==> config.mk <==
export PLATFORM = sky130hd
export DESIGN_NAME = fsk4_slicer_sync_detector_unit
export DESIGN_NICKNAME = d
export VERILOG_FILES = /design/src/rtl/fsk4_pkg.sv /design/src/rtl/fsk4_ram.sv /design/src/rtl/fsk4_hist.sv /design/src/rtl/fsk4_sync.sv /design/src/rtl/fsk4_slicer_sync_detector_unit.sv
export SDC_FILE = /design/constraint.sdc
export NUM_CORES = 2
export LEC_CHECK = 0
export ABC_CLOCK_PERIOD_IN_PS = 8200
export BUFFER_PORTS_ARGS = -buffer_cell sky130_fd_sc_hd__buf_4
export CORE_MARGIN = 4
export CORE_UTILIZATION = 58
export CTS_CLUSTER_SIZE = 10
export DETAILED_ROUTE_END_ITERATION = 8
export PLACE_DENSITY = 0.77
export SLEW_MARGIN = 10
export SYNTH_ARGS = -nofsm -noshare
export SYNTH_HDL_FRONTEND = slang
export SYNTH_HIERARCHICAL = 1
export SYNTH_SLANG_ARGS = --single-unit
==> constraint.sdc <==
create_clock -name clk -period 8.2 [get_ports clk]
set_clock_uncertainty 0.15 [all_clocks]
set_input_delay 1.23 -clock clk [delete_from_list [all_inputs] [get_ports clk]]
set_output_delay 1.23 -clock clk [all_outputs]
set_load 0.01 [all_outputs]
==> src/rtl/fsk4_pkg.sv <==
// Shared types, constants and helper functions of the 4FSK slicer and sync detector.
package fsk4_pkg;

	// Sizes
	localparam int HISTORY_DEPTH_DEF = 192;
	localparam int WINDOW_LEN        = 8;
	localparam int PATTERN_COUNT     = 4;
	localparam int PATTERN_W         = 2 * WINDOW_LEN;
	localparam int SAMPLE_W          = 16;
	localparam int CFG_INDEX_W       = 3;
	localparam int CFG_DATA_W        = 16;
	localparam int IN_TDATA_W        = 16;
	localparam int OUT_TDATA_W       = 48;

	// Clip limit of the stored samples and scale of the level percent
	localparam logic signed [SAMPLE_W-1:0] CLIP_LIMIT = 16'sd32760;
	localparam logic [14:0]                CLIP_MAG   = 15'd32760;
	localparam logic [6:0]                 PCT_SCALE  = 7'd100;

	// Register indexes
	localparam logic [CFG_INDEX_W-1:0] REG_INVERT = 3'd0;
	localparam logic [CFG_INDEX_W-1:0] REG_LSF    = 3'd1;
	localparam logic [CFG_INDEX_W-1:0] REG_STREAM = 3'd2;
	localparam logic [CFG_INDEX_W-1:0] REG_PACKET = 3'd3;
	localparam logic [CFG_INDEX_W-1:0] REG_BERT   = 3'd4;

	// Reset values of the sync words
	localparam logic [PATTERN_W-1:0] LSF_RESET    = 16'd22007;
	localparam logic [PATTERN_W-1:0] STREAM_RESET = 16'd65373;
	localparam logic [PATTERN_W-1:0] PACKET_RESET = 16'd30207;
	localparam logic [PATTERN_W-1:0] BERT_RESET   = 16'd57173;

	// Sync type codes
	localparam logic [2:0] SYNC_NONE   = 3'd0;
	localparam logic [2:0] SYNC_LSF    = 3'd1;
	localparam logic [2:0] SYNC_STREAM = 3'd2;
	localparam logic [2:0] SYNC_PACKET = 3'd3;
	localparam logic [2:0] SYNC_BERT   = 3'd4;

	// Symbol levels
	localparam logic signed [2:0] LVL_ZERO = 3'sd0;
	localparam logic signed [2:0] LVL_P1   = 3'sd1;
	localparam logic signed [2:0] LVL_P3   = 3'sd3;
	localparam logic signed [2:0] LVL_N1   = -3'sd1;
	localparam logic signed [2:0] LVL_N3   = -3'sd3;

	// Dibit codes
	localparam logic [1:0] DIBIT_P1 = 2'd0;
	localparam logic [1:0] DIBIT_P3 = 2'd1;
	localparam logic [1:0] DIBIT_N1 = 2'd2;
	localparam logic [1:0] DIBIT_N3 = 2'd3;

	// Control state of the top level
	typedef enum logic [1:0] {
		ST_IDLE,
		ST_SCAN,
		ST_DONE
	} fsm_state_t;

	// Commands to the history unit
	typedef struct packed {
		logic start;
		logic clear;
		logic store;
	} hist_ctrl_t;

	// Status of the history unit
	typedef struct packed {
		logic                       done;
		logic [14:0]                max;
		logic signed [SAMPLE_W-1:0] min;
	} hist_stat_t;

	// Commands to the sync window
	typedef struct packed {
		logic shift;
		logic clear;
	} sync_ctrl_t;

	// Map a symbol level to its dibit; level zero maps like +1
	function automatic logic [1:0] level_to_dibit(input logic signed [2:0] level);
		logic [1:0] d;
		case (level)
			LVL_P3:  d = DIBIT_P3;
			LVL_N1:  d = DIBIT_N1;
			LVL_N3:  d = DIBIT_N3;
			default: d = DIBIT_P1;
		endcase
		return d;
	endfunction

	// Map a dibit of a sync word to its nominal level
	function automatic logic signed [2:0] dibit_to_level(input logic [1:0] dibit);
		logic signed [2:0] l;
		case (dibit)
			DIBIT_P3: l = LVL_P3;
			DIBIT_N1: l = LVL_N1;
			DIBIT_N3: l = LVL_N3;
			default:  l = LVL_P1;
		endcase
		return l;
	endfunction

endpackage

==> src/rtl/fsk4_ram.sv <==
// Generic simple dual-port RAM with one write port and a registered read port.
module fsk4_ram #(
	parameter int WIDTH = 16,
	parameter int DEPTH = 192
) (
	input  logic                     clk,
	input  logic                     we,
	input  logic [$clog2(DEPTH)-1:0] waddr,
	input  logic [WIDTH-1:0]         wdata,
	input  logic                     re,
	input  logic [$clog2(DEPTH)-1:0] raddr,
	output logic [WIDTH-1:0]         rdata
);

	logic [WIDTH-1:0] mem [DEPTH];

	// Write and registered read
	always_ff @(posedge clk) begin
		if (we) begin
			mem[waddr] <= wdata;
		end
		if (re) begin
			rdata <= mem[raddr];
		end
	end

endmodule

==> src/rtl/fsk4_hist.sv <==
// Sample history memory with fill count and clipped extrema scan.
module fsk4_hist #(
	parameter int DEPTH = fsk4_pkg::HISTORY_DEPTH_DEF
) (
	input  logic                                 clk,
	input  logic                                 arst_n,
	input  fsk4_pkg::hist_ctrl_t                 ctrl,
	input  logic signed [fsk4_pkg::SAMPLE_W-1:0] sample,
	output fsk4_pkg::hist_stat_t                 stat
);
	import fsk4_pkg::*;

	localparam int AW    = $clog2(DEPTH);
	localparam int CNT_W = $clog2(DEPTH + 1);

	logic [AW-1:0]              ptr_q;
	logic [CNT_W-1:0]           fill_q;
	logic [CNT_W-1:0]           rd_cnt_q;
	logic                       scanning_q;
	logic                       rvalid_s1;
	logic signed [SAMPLE_W-1:0] mx_q;
	logic signed [SAMPLE_W-1:0] mn_q;
	logic [SAMPLE_W-1:0]        rdata;
	logic signed [SAMPLE_W-1:0] clip_v;
	logic                       rd_issue;

	// Entries at or beyond the fill count hold nothing stored since the last clear and need no read
	assign rd_issue = scanning_q && (rd_cnt_q != fill_q);

	fsk4_ram #(
		.WIDTH(SAMPLE_W),
		.DEPTH(DEPTH)
	) u_ram (
		.clk  (clk),
		.we   (ctrl.store),
		.waddr(ptr_q),
		.wdata(sample),
		.re   (rd_issue),
		.raddr(rd_cnt_q[AW-1:0]),
		.rdata(rdata)
	);

	// Clip the read sample to the symmetric limit
	always_comb begin
		clip_v = $signed(rdata);
		if (clip_v > CLIP_LIMIT) begin
			clip_v = CLIP_LIMIT;
		end else if (clip_v < -CLIP_LIMIT) begin
			clip_v = -CLIP_LIMIT;
		end
	end

	// Advance write pointer, fill count and read sequencing
	always_ff @(posedge clk or negedge arst_n) begin
		if (!arst_n) begin
			ptr_q      <= '0;
			fill_q     <= '0;
			rd_cnt_q   <= '0;
			scanning_q <= 1'b0;
			rvalid_s1  <= 1'b0;
		end else begin
			rvalid_s1 <= rd_issue;
			if (ctrl.start) begin
				rd_cnt_q   <= '0;
				scanning_q <= 1'b1;
			end else if (rd_issue) begin
				rd_cnt_q <= rd_cnt_q + 1'b1;
			end else if (stat.done) begin
				scanning_q <= 1'b0;
			end
			if (ctrl.clear) begin
				ptr_q  <= '0;
				fill_q <= '0;
			end else if (ctrl.store) begin
				if (ptr_q == AW'(DEPTH - 1)) begin
					ptr_q <= '0;
				end else begin
					ptr_q <= ptr_q + 1'b1;
				end
				if (fill_q != CNT_W'(DEPTH)) begin
					fill_q <= fill_q + 1'b1;
				end
			end
		end
	end

	// Accumulate maximum and minimum, both anchored at zero
	always_ff @(posedge clk) begin
		if (ctrl.start) begin
			mx_q <= '0;
			mn_q <= '0;
		end else if (rvalid_s1) begin
			if (clip_v > mx_q) begin
				mx_q <= clip_v;
			end
			if (clip_v < mn_q) begin
				mn_q <= clip_v;
			end
		end
	end

	assign stat.done = scanning_q && !rd_issue && !rvalid_s1;
	assign stat.max  = mx_q[14:0];
	assign stat.min  = mn_q;

endmodule

==> src/rtl/fsk4_sync.sv <==
// Symbol window shift register and squared-distance sync word matcher.
module fsk4_sync (
	input  logic                                                   clk,
	input  logic                                                   arst_n,
	input  fsk4_pkg::sync_ctrl_t                                   ctrl,
	input  logic signed [2:0]                                      level,
	input  logic [fsk4_pkg::PATTERN_COUNT-1:0][fsk4_pkg::PATTERN_W-1:0] patterns,
	output logic [2:0]                                             sync_type
);
	import fsk4_pkg::*;

	// Element 0 holds the oldest symbol
	logic [WINDOW_LEN-1:0][2:0] win_q;
	logic [PATTERN_COUNT-1:0]   hit;

	// Sum of squared distances between the window and one sync word
	function automatic logic [8:0] pattern_cost(input logic [WINDOW_LEN-1:0][2:0] win,
			input logic [PATTERN_W-1:0] pat);
		logic signed [7:0] d;
		logic [7:0]        sq;
		logic [8:0]        acc;
		acc = '0;
		for (int k = 0; k < WINDOW_LEN; k++) begin
			d   = 8'($signed(win[k])) -
				8'(dibit_to_level(pat[2*(WINDOW_LEN-1-k) +: 2]));
			sq  = 8'(d * d);
			acc = acc + 9'(sq);
		end
		return acc;
	endfunction

	// Shift in the newest level, or clear to zero levels
	always_ff @(posedge clk or negedge arst_n) begin
		if (!arst_n) begin
			win_q <= '0;
		end else if (ctrl.clear) begin
			win_q <= '0;
		end else if (ctrl.shift) begin
			for (int k = 0; k < WINDOW_LEN - 1; k++) begin
				win_q[k] <= win_q[k+1];
			end
			win_q[WINDOW_LEN-1] <= level;
		end
	end

	// Match each sync word
	always_comb begin
		for (int p = 0; p < PATTERN_COUNT; p++) begin
			hit[p] = pattern_cost(win_q, patterns[p]) < 9'd4;
		end
	end

	// Pick the first matching word in priority order
	always_comb begin
		if (hit[0]) begin
			sync_type = SYNC_LSF;
		end else if (hit[1]) begin
			sync_type = SYNC_STREAM;
		end else if (hit[2]) begin
			sync_type = SYNC_PACKET;
		end else if (hit[3]) begin
			sync_type = SYNC_BERT;
		end else begin
			sync_type = SYNC_NONE;
		end
	end

endmodule

==> src/rtl/fsk4_slicer_sync_detector_unit.sv <==
// Top level of the 4FSK symbol slicer with frame sync detection.
// One sample per symbol enters on the s_ stream (sample in s_tdata, operation in s_tuser: 1 is
// carrier lost). A slice item scans the stored history through the single read port of the
// history RAM, one entry a cycle, reading only the F entries stored since the last clear or
// reset, where F is at most HISTORY_DEPTH. A carrier lost item answers with every field zero.
// The history needs no clearing pass: a fill count marks which entries have been written,
// and the rest are skipped and count as zero. The result beat waits in an output register,
// so a new item is accepted while it is still held; that item then waits in the done state
// until the held beat is taken.
module fsk4_slicer_sync_detector_unit #(
	parameter int HISTORY_DEPTH = fsk4_pkg::HISTORY_DEPTH_DEF
) (
	input  logic                               clk,
	input  logic                               arst_n,
	// Input stream
	input  logic                               s_tvalid,
	output logic                               s_tready,
	input  logic [fsk4_pkg::IN_TDATA_W-1:0]    s_tdata,   // [15:0] sample
	input  logic                               s_tuser,   // [0] operation
	// Result stream
	output logic                               m_tvalid,
	input  logic                               m_tready,
	// [2:0] symbol_level, [4:3] dibit, [7:5] sync_type, [8] in_sync,
	// [23:9] window_max, [39:24] window_min, [46:40] level_pct, [47] zero
	output logic [fsk4_pkg::OUT_TDATA_W-1:0]   m_tdata,
	// Configuration write port
	input  logic                               cfg_we,
	input  logic [fsk4_pkg::CFG_INDEX_W-1:0]   cfg_index,
	input  logic [fsk4_pkg::CFG_DATA_W-1:0]    cfg_wdata
);
	import fsk4_pkg::*;

	fsm_state_t state_q, state_d;

	hist_ctrl_t hist_ctrl;
	hist_stat_t hist_stat;
	sync_ctrl_t sync_ctrl;

	logic                                    accept;
	logic                                    load_out;
	logic                                    op_q;
	logic signed [SAMPLE_W-1:0]              sample_q;
	logic signed [2:0]                       level_q;
	logic signed [2:0]                       level_d;
	logic                                    invert_q;
	logic [PATTERN_COUNT-1:0][PATTERN_W-1:0] pat_q;
	logic                                    sync_seen_q;
	logic                                    sync_seen_d;
	logic [2:0]                              sync_type;
	logic [21:0]                             pct_s1;
	logic [14:0]                             mag;
	logic [15:0]                             neg_min;
	logic signed [16:0]                      s2;
	logic signed [16:0]                      mx17;
	logic signed [16:0]                      mn17;
	logic signed [16:0]                      mid17;
	logic [6:0]                              pct_q0;
	logic [21:0]                             pct_rem;
	logic [6:0]                              ilvl;
	logic [OUT_TDATA_W-1:0]                  tdata_q;
	logic                                    tvalid_q;

	assign accept = s_tvalid && s_tready;

	fsk4_hist #(
		.DEPTH(HISTORY_DEPTH)
	) u_hist (
		.clk   (clk),
		.arst_n(arst_n),
		.ctrl  (hist_ctrl),
		.sample(sample_q),
		.stat  (hist_stat)
	);

	fsk4_sync u_sync (
		.clk      (clk),
		.arst_n   (arst_n),
		.ctrl     (sync_ctrl),
		.level    (level_d),
		.patterns (pat_q),
		.sync_type(sync_type)
	);

	// Slice twice the sample against min, max and their sum
	always_comb begin
		s2    = {sample_q, 1'b0};
		mx17  = {2'b00, hist_stat.max};
		mn17  = {hist_stat.min[SAMPLE_W-1], hist_stat.min};
		mid17 = mx17 + mn17;
		if (s2 < mn17) begin
			level_d = LVL_N3;
		end else if (s2 > mn17 && s2 < mid17) begin
			level_d = LVL_N1;
		end else if (s2 > mid17 && s2 < mx17) begin
			level_d = LVL_P1;
		end else if (s2 > mx17) begin
			level_d = LVL_P3;
		end else begin
			level_d = LVL_ZERO;
		end
		if (invert_q) begin
			level_d = -level_d;
		end
	end

	// Larger magnitude of the extrema
	always_comb begin
		neg_min = 16'(-hist_stat.min);
		mag     = (neg_min[14:0] > hist_stat.max) ? neg_min[14:0] : hist_stat.max;
	end

	// Divide the scaled magnitude by the clip limit: shift estimate plus one correction
	always_comb begin
		pct_q0  = pct_s1[21:15];
		pct_rem = pct_s1 - 22'(pct_q0) * 22'(CLIP_MAG);
		ilvl    = (pct_rem >= 22'(CLIP_MAG)) ? pct_q0 + 7'd1 : pct_q0;
	end

	assign sync_seen_d = sync_seen_q || (sync_type != SYNC_NONE);

	// State register
	always_ff @(posedge clk or negedge arst_n) begin
		if (!arst_n) begin
			state_q <= ST_IDLE;
		end else begin
			state_q <= state_d;
		end
	end

	// Next state and control
	always_comb begin
		state_d         = state_q;
		s_tready        = 1'b0;
		load_out        = 1'b0;
		hist_ctrl.start = 1'b0;
		hist_ctrl.clear = 1'b0;
		hist_ctrl.store = 1'b0;
		sync_ctrl.shift = 1'b0;
		sync_ctrl.clear = 1'b0;
		case (state_q)
			ST_IDLE: begin
				s_tready = 1'b1;
				if (s_tvalid) begin
					if (s_tuser) begin
						hist_ctrl.clear = 1'b1;
						sync_ctrl.clear = 1'b1;
						state_d         = ST_DONE;
					end else begin
						hist_ctrl.start = 1'b1;
						state_d         = ST_SCAN;
					end
				end
			end
			ST_SCAN: begin
				if (hist_stat.done) begin
					hist_ctrl.store = 1'b1;
					sync_ctrl.shift = 1'b1;
					state_d         = ST_DONE;
				end
			end
			ST_DONE: begin
				if (!tvalid_q || m_tready) begin
					load_out = 1'b1;
					state_d  = ST_IDLE;
				end
			end
			default: begin
				state_d = ST_IDLE;
			end
		endcase
	end

	// Capture the input beat and the sliced level
	always_ff @(posedge clk) begin
		if (accept) begin
			op_q     <= s_tuser;
			sample_q <= $signed(s_tdata);
		end
		if (hist_ctrl.store) begin
			level_q <= level_d;
			pct_s1  <= 22'(mag) * 22'(PCT_SCALE);
		end
	end

	// Configuration registers
	always_ff @(posedge clk or negedge arst_n) begin
		if (!arst_n) begin
			invert_q <= 1'b0;
			pat_q[0] <= LSF_RESET;
			pat_q[1] <= STREAM_RESET;
			pat_q[2] <= PACKET_RESET;
			pat_q[3] <= BERT_RESET;
		end else if (cfg_we) begin
			case (cfg_index)
				REG_INVERT: invert_q <= cfg_wdata[0];
				REG_LSF:    pat_q[0] <= cfg_wdata;
				REG_STREAM: pat_q[1] <= cfg_wdata;
				REG_PACKET: pat_q[2] <= cfg_wdata;
				REG_BERT:   pat_q[3] <= cfg_wdata;
				default:    ;
			endcase
		end
	end

	// Sync flag: drop on carrier lost, set on any match
	always_ff @(posedge clk or negedge arst_n) begin
		if (!arst_n) begin
			sync_seen_q <= 1'b0;
		end else if (hist_ctrl.clear) begin
			sync_seen_q <= 1'b0;
		end else if (load_out && !op_q) begin
			sync_seen_q <= sync_seen_d;
		end
	end

	// Output valid
	always_ff @(posedge clk or negedge arst_n) begin
		if (!arst_n) begin
			tvalid_q <= 1'b0;
		end else if (load_out) begin
			tvalid_q <= 1'b1;
		end else if (m_tready) begin
			tvalid_q <= 1'b0;
		end
	end

	// Output payload; carrier lost answers with all zero
	always_ff @(posedge clk) begin
		if (load_out) begin
			if (op_q) begin
				tdata_q <= '0;
			end else begin
				tdata_q <= {1'b0, ilvl, hist_stat.min, hist_stat.max, sync_seen_d,
					sync_type, level_to_dibit(level_q), level_q};
			end
		end
	end

	assign m_tvalid = tvalid_q;
	assign m_tdata  = tdata_q;

endmodule

== After elaboration in Yosys (flattened, before gate mapping) ==
Memory sizes are Yosys's and may differ from the RTL's. A register that Yosys moved wholly into a read port is not among the register bits.
Index checks and enable logic that the tools add are counted.

* Add/sub/neg operators: 68
* Multiply operators: 34
* Divide/modulo/power cells: 0
* $lt $le $gt $ge: 16
* Equality and inequality tests: 112
* Shift-type cells: 0
* Muxes and demuxes: 81
* Bitwise gates (word level): 0
* Reduce and logical (&&, ||, !) cells: 33

{| class="wikitable"
|+ Operators with widths
! kind !! count
|-
| case mux 3 bit (3 select lines) || 32
|-
| multiplier 8 x 8 -> 8 bit || 32
|-
| adder 9 x 8 -> 9 bit || 24
|-
| == test 2 bit, second input constant || 65
|-
| subtractor 3 x 3 -> 4 bit || 32
|-
| == test 2 x 1 -> 1 bit, second input constant || 33
|-
| 2-to-1 mux 8 bit || 8
|-
| 2-to-1 mux 24 bit || 2
|-
| adder 8 x 8 -> 9 bit || 4
|-
| < comparator 9 x 3 -> 1 bit, second input constant || 4
|-
| > comparator 17 x 16 -> 1 bit || 2
|-
| < comparator 17 x 16 -> 1 bit || 2
|-
| 2-to-1 mux 16 bit || 2
|-
| adder 8 x 1 -> 8 bit, second input constant || 3
|-
| >= comparator 22 x 15 -> 1 bit, second input constant || 1
|-
| subtractor 22 bit || 1
|-
| 2-to-1 mux 3 bit || 7
|-
| multiplier 15 x 5 -> 20 bit, second input constant || 1
|-
| multiplier 7 x 12 -> 19 bit, second input constant || 1
|-
| 2-to-1 mux 1 bit || 18
|-
| AND reduction 2 bit || 9
|-
| adder 16 x 16 -> 17 bit || 1
|-
| > comparator 17 bit || 1
|-
| < comparator 17 bit || 1
|-
| 27 further kinds || 58
|}

* Register bits after elaboration: 239
* Latch bits: 0
* RAM bits: 3072
* ROM bits: 0
* Bits of input ports: 41
* Memories: 1

{| class="wikitable"
|+ Memories
! name !! words !! width !! rd ports !! clocked after Yosys merged registers in !! wr ports !! line !! source
|-
| u_hist.u_ram.mem || 192 || 16 || 1 || 1 || 1 || fsk4_ram.sv:15 || <nowiki>logic [WIDTH-1:0] mem [DEPTH];</nowiki>
|}

== Depth between registers and ports, before layout ==
* Depth in word-level cells: 20
* Mapped depth: 36
* Mapped depth without buffers: 35

== Modules after synthesis ==
Netlist, hierarchy kept.

{| class="wikitable"
|+ By module, submodules not included
! module !! times used !! cells each !! area each (µm²) !! sequential area each (µm²)
|-
| fsk4_ram || 1 || 4937 || 118416.1 || 92728.9
|-
| fsk4_sync || 1 || 2446 || 23173.5 || 600.6
|-
| fsk4_slicer_sync_detector_unit || 1 || 1081 || 11927.7 || 4369.2
|-
| fsk4_hist || 1 || 425 || 3792.4 || 1291.2
|}

== Worst setup path before layout ==
No wires, ideal clock.

* Path kind: register -> register
* From: register u_sync/win_q[9] in the netlist's numbering
* To: register sync_seen_q
* Arrival: 8.176 ns
* Data required time: 7.917 ns
* Path slack: -0.259 ns
* Stages on the path, launching flop included: 31
* Path buffers: 2
* Cell sequence: dfrtp_1 > clkbuf_1 > clkbuf_1 > inv_1 > fa_1 > xor2_1 > or3_1 > fa_1 > inv_1 > fa_1 > ha_1 > fa_1 > inv_1 > fa_1 > inv_1 > fa_1 > inv_1 > fa_1 > fa_1 > inv_1 > ha_1 > a211oi_2 > nor2_1 > xor2_1 > or4_4 > nor4_4 > o21ba_1 > nor4_1 > nor2_1 > a21oi_1 > nor2_1

{| class="wikitable"
|+ RTL lines
! element !! line !! source
|-
| start, declared || fsk4_sync.sv:13 || <nowiki>logic [WINDOW_LEN-1:0][2:0] win_q;</nowiki>
|-
| start signal, assigned by index || fsk4_sync.sv:40 || <nowiki>win_q[k] <= win_q[k+1];</nowiki>
|-
| start signal, assigned by index || fsk4_sync.sv:42 || <nowiki>win_q[WINDOW_LEN-1] <= level;</nowiki>
|-
| subtractor 3 x 3 -> 4 bit || fsk4_sync.sv:24 || <nowiki>d = 8'($signed(win[k])) -</nowiki>
|-
| multiplier 8 x 8 -> 8 bit || fsk4_sync.sv:26 || <nowiki>sq = 8'(d * d);</nowiki>
|-
| adder 9 x 8 -> 9 bit (5 in series) || fsk4_sync.sv:27 || <nowiki>acc = acc + 9'(sq);</nowiki>
|-
| < comparator 9 x 3 -> 1 bit || fsk4_sync.sv:49 || <nowiki>hit[p] = pattern_cost(win_q, patterns[p]) < 9'd4;</nowiki>
|-
| 2-to-1 mux 3 bit || fsk4_sync.sv:59 || <nowiki>end else if (hit[2]) begin</nowiki>
|-
| 2-to-1 mux 3 bit || fsk4_sync.sv:57 || <nowiki>end else if (hit[1]) begin</nowiki>
|-
| 2-to-1 mux 3 bit * || fsk4_sync.sv:55 || <nowiki>if (hit[0]) begin</nowiki>
|-
| net sync_type[1] || fsk4_slicer_sync_detector_unit.sv:49 || <nowiki>logic [2:0] sync_type;</nowiki>
|-
| nonzero test 3 bit * || fsk4_slicer_sync_detector_unit.sv:119 || <nowiki>assign sync_seen_d = sync_seen_q || (sync_type != SYNC_NONE);</nowiki>
|-
| logical OR 1 bit * || fsk4_slicer_sync_detector_unit.sv:119 ||
|-
| 2-to-1 mux 1 bit * || fsk4_slicer_sync_detector_unit.sv:211 || <nowiki>end else if (load_out && !op_q) begin</nowiki>
|-
| 2-to-1 mux 1 bit * || fsk4_slicer_sync_detector_unit.sv:209 || <nowiki>end else if (hist_ctrl.clear) begin</nowiki>
|-
| end signal, assigned || fsk4_slicer_sync_detector_unit.sv:212 || <nowiki>sync_seen_q <= sync_seen_d;</nowiki>
|-
| end, declared || fsk4_slicer_sync_detector_unit.sv:47 || <nowiki>logic sync_seen_q;</nowiki>
|}

The timed path passes the listed nets; every way through them passes the cells marked *. The select of a mux whose other input is x is not followed.
A chain may end at the register's enable or synchronous reset.

== Worst setup path in the final report ==
* From: register pat_q[14] in the netlist's numbering
* To: register tdata_q[8], in the netlist m_tdata[8], data pin

* Cells in the longest elaborated chain, start to end: 15

{| class="wikitable"
|+ RTL lines
! element !! line !! source
|-
| start, declared || fsk4_slicer_sync_detector_unit.sv:46 || <nowiki>logic [PATTERN_COUNT-1:0][PATTERN_W-1:0] pat_q;</nowiki>
|-
| == test 2 bit or == test 2 x 1 -> 1 bit (tied branches) || fsk4_pkg.sv:95 || <nowiki>case (dibit)</nowiki>
|-
| case mux 3 bit (3 select lines) * || fsk4_pkg.sv:95 ||
|-
| subtractor 3 x 3 -> 4 bit * || fsk4_sync.sv:24 ||
|-
| multiplier 8 x 8 -> 8 bit * || fsk4_sync.sv:26 ||
|-
| adder 8 x 8 -> 9 bit * || fsk4_sync.sv:27 ||
|-
| adder 9 x 8 -> 9 bit * (6 in series) || fsk4_sync.sv:27 ||
|-
| < comparator 9 x 3 -> 1 bit * || fsk4_sync.sv:49 ||
|-
| 2-to-1 mux 3 bit * || fsk4_sync.sv:55 ||
|-
| net sync_type[1] || fsk4_slicer_sync_detector_unit.sv:49 ||
|-
| nonzero test 3 bit * || fsk4_slicer_sync_detector_unit.sv:119 ||
|-
| logical OR 1 bit * || fsk4_slicer_sync_detector_unit.sv:119 ||
|-
| end signal, assigned || fsk4_slicer_sync_detector_unit.sv:233 || <nowiki>tdata_q <= {1'b0, ilvl, hist_stat.min, hist_stat.max, sync_seen_d,</nowiki>
|-
| end, declared || fsk4_slicer_sync_detector_unit.sv:60 || <nowiki>logic [OUT_TDATA_W-1:0] tdata_q;</nowiki>
|}

The timed path passes the listed nets; every way through them passes the cells marked *.

==> impl_metrics.json <==
{
  "status": "finished, violations left",
  "violations": "negative setup slack",
  "final_layout_size_suffix_gt1_share_pct": 26.3,
  "grt_pass1_vias": 90500,
  "p_leak_nw": 63.8,
  "crit_fanout": 3,
  "cp_slowest_stage_delay_ps": 590,
  "grt_usage_pct": 29.8,
  "dieWidth_um": 529,
  "crit_type": "flop to flop",
  "p_int_mw": 44.5,
  "fmaxAchievable_ghz": 0.121,
  "yosysSeqAreaShare_pct": 62.9,
  "total_power_mw": 69.9,
  "path_buf_inv": 8,
  "grt_overflow_total": 0,
  "worst_pin_slew_ps": 1360,
  "synth_edf_count": 3174,
  "hold_viol_final": 0,
  "setup_tns_ps": -47.5,
  "ioPinCount": 91,
  "ys_seq_elements": 3325,
  "required_ps": 8680,
  "fin_nets": 10900,
  "syn-num-nets": 10100,
  "synth_cell_types": 91,
  "netSwitchingPower_mw": 25.4,
  "worstSetupStartpointType": "flop",
  "yosys_most_used_dff": "edfxtp_1",
  "initial_core_util_pct": 58.5,
  "cts-root-buf": "clkbuf_16",
  "combPwrFrac_pct": 52.3,
  "path_clk_slew_ps": 60,
  "worst_slack_ps": -31.0,
  "via_per_inst": 6.54,
  "fin_crit_sh_pct": 100,
  "share_seq_of_total_power_pct": 26.5,
  "drc": 0,
  "drv_cap": 0,
  "antenna_found_initial": 30,
  "cts.sinks": 3325,
  "die_y_um": 529,
  "reg2regPathDepth": 30,
  "core-area_mm2": 0.269,
  "synth_warnings": 6,
  "crit_top_cell": "fa_1",
  "io_buffers": 89,
  "async_flop_share_pct": 3.58,
  "maxSlewViolCount": 0,
  "drt_iter0_drc": 11300,
  "avgSynthCellArea_um2": 17.7,
  "rows": 190,
  "cts_buffer_depth": 4,
  "syn_inst": 8889,
  "syn2layout_area_growth_pct": 12.9,
  "slowest_stage": "fa_1",
  "endpoint_kind": "flop",
  "post-dp-hpwl_mm": 246,
  "cts_tree": "done",
  "worst_ep_arrival_time_ps": 8710,
  "grt_setup_unrepaired": "true",
  "ir_worst_vdd_uv": 2390,
  "clock_latency_ps": 920,
  "place.gp.congestion": 0.935,
  "die_area_mm2": 0.280,
  "vias": 87100,
  "powerDensity_mw_per_mm2": 393,
  "critical_path.top_delay_family": "adder cells",
  "regArea_mm2": 0.0990,
  "syn_area_mm2": 0.157,
  "slew_headroom_pct": 8.83,
  "fin_crit_ps": 8230,
  "firstDrtPassIters": 6,
  "wl_per_cell_um": 31.1,
  "fillerInstances": 17000,
  "min_path_type": "input pin to asynchronous set/reset pin",
  "cts-htree-levels": 5,
  "grt_max_degree": 196,
  "cts-buffers-inserted": 381,
  "clkPwrFrac_pct": 21.2,
  "finalSetupViolCount": 2,
  "drt-total-wl_mm": 415,
  "grt_pass1_wl_mm": 611,
  "multiInputGateArea_mm2": 0.0552,
  "cp_num_cells": 30,
  "swShare_pct": 36.3,
  "antenna_left": 0
}
## final cells by class
type | count | area share [%]
flip-flops and latches | 3325 | 55.7
clock buffers | 426 | 5.53
inverters | 774 | 1.64
repair buffers | 739 | 3.27
multi-input cells | 4463 | 31.1
diodes | 19 | 0.0268
clock inverters | 35 | 0.238
well taps | 3552 | 2.50
## routing by layer
metal	GRT usage, %	wire length, um	part of all wire [%]	vias up
li1	-	-	-	35700
met1	38.4	144000	35	44800
met2	47.9	201000	49	5483
met3	7.42	45100	11	1180
met4	14.4	24100	5.8	26
met5	0.139	216	0.052	-
## through the flow
step | std cells | hold slack, ps | setup WS [ps] | instance area, um^2 | util (%)
finish | 13300 | 222 | -31.0 | 178000 | 66.1
global placement | 12800 | 336 | -371 | 166000 | 61.6
floorplan | 8889 | 307 | 4.41 | 157000 | -
CTS | 13300 | 211 | 3.02 | 176000 | 65.5
detailed placement | 12800 | 340 | -345 | 166000 | 61.6
global route | 13300 | 254 | -314 | 178000 | 66.1
## logic make-up (layout without fill, tap and decap cells)
family	count (synthesis)	in the layout	share of synthesized area, %
flops	3325	3325	62.9
fa+ha+maj	1172	1172	11.2
mux	1155	1155	14.5
buf+inv	1101	1974	2.97
simple gates	1020	1020	3.07
compound gates	735	735	3.22
xor+xnor	380	380	2.12
other cells	1	20	0.00238
## worst paths after layout
path,endpoint,slack [ps],from
hold / removal,pat_q[21]$_DFFE_PN0P_,220,arst_n
max in group asynchronous,u_sync/win_q[3]$_DFFE_PN0P_,6250,arst_n
hold reg to reg,u_hist/mx_q[15]$_SDFFE_PP0P_,360,u_hist/mx_q[15]$_SDFFE_PP0P_
min in group clk,u_hist/mx_q[15]$_SDFFE_PP0P_,360,u_hist/mx_q[15]$_SDFFE_PP0P_
setup / recovery,m_tdata[8]$_SDFFCE_PP0P_,-30,pat_q[14]$_DFFE_PN1P_
setup reg to reg,m_tdata[8]$_SDFFCE_PP0P_,-30,pat_q[14]$_DFFE_PN1P_
## what timing repair did
item                       CTS  global route
setup endpoints to repair    4            12
setup buffers               11            30
hold buffers                 0             0
resized for setup           48           232
gates cloned                 0             0
pin swaps                   32           176
## registers in the layout, summed over array words and instances (netlist names), 16 cells and up
| register | flops |
|---|---|
| u_hist/mx_q | 16 |
| pat_q | 64 |
| u_hist/mn_q | 16 |
| u_hist/u_ram/rdata | 16 |
| u_hist/u_ram/mem | 3072 |
| sample_q | 16 |
| u_sync/win_q | 24 |
| m_tdata | 47 |
| pct_s1 | 19 |
## power by group through the flow
stage	logic [mW]	clock network (mW)	registers, mW
floorplan	22.2	0	18.9
global placement	29.5	0	18.9
detailed placement	30.2	0	18.9
CTS	31.0	15.0	18.5
global route	40.1	15.7	18.5
finish	36.5	14.8	18.5
## synth_stat cells (13+ instances only)
cell type,n,area (um^2)
a31oi_1,14,87.6
xnor2_1,238,2080
or2_1,16,100
mux2_2,123,1390
inv_1,773,2900
mux2i_1,146,1460
a21oi_1,228,1140
fa_1,394,7890
dfstp_2,48,1260
and3_1,44,275
o211ai_1,18,135
dfxtp_1,32,641
a2111oi_0,27,236
clkbuf_1,135,507
xor2_1,142,1240
ha_1,778,9730
buf_6,30,338
dfrtp_1,71,1780
o21bai_1,22,165
nor2b_1,42,263
nand3_1,90,450
nor4_1,21,131
o22ai_1,13,81.3
nor2_1,415,1560
and2_1,15,93.8
mux4_2,886,20000
a21o_1,133,998
buf_4,54,405
a22oi_1,45,338
edfxtp_1,3174,95300
or3_1,34,213
buf_2,66,330
nor3_1,35,175
buf_1,40,150
a211oi_1,31,233
nand2_1,176,661
or2_2,27,169
o21ai_0,76,380
nand4_1,47,294
nand2b_1,27,169
## cells in the final DEF, fill, tap and decap left out, drive strengths merged, types with 27 or more instances in the layout
master,netlist,final
nand3,90,90
o21ai,83,83
nor3,35,35
or2,43,43
dfstp,48,48
mux2i,146,146
dfrtp,71,71
nor2,415,415
nor2b,42,42
inv,774,782
buf,191,739
xnor2,238,238
edfxtp,3174,3174
nand4,48,48
clkbuf,136,426
a21o,133,133
mux4,886,886
nand2b,27,27
ha,778,778
a21oi,230,230
xor2,142,142
and3,44,44
mux2,123,123
or3,35,35
a2111oi,28,28
a22oi,45,45
a211oi,42,42
dfxtp,32,32
fa,394,394
nand2,176,176
No activity file was read; power rests on OpenSTA's default activity.
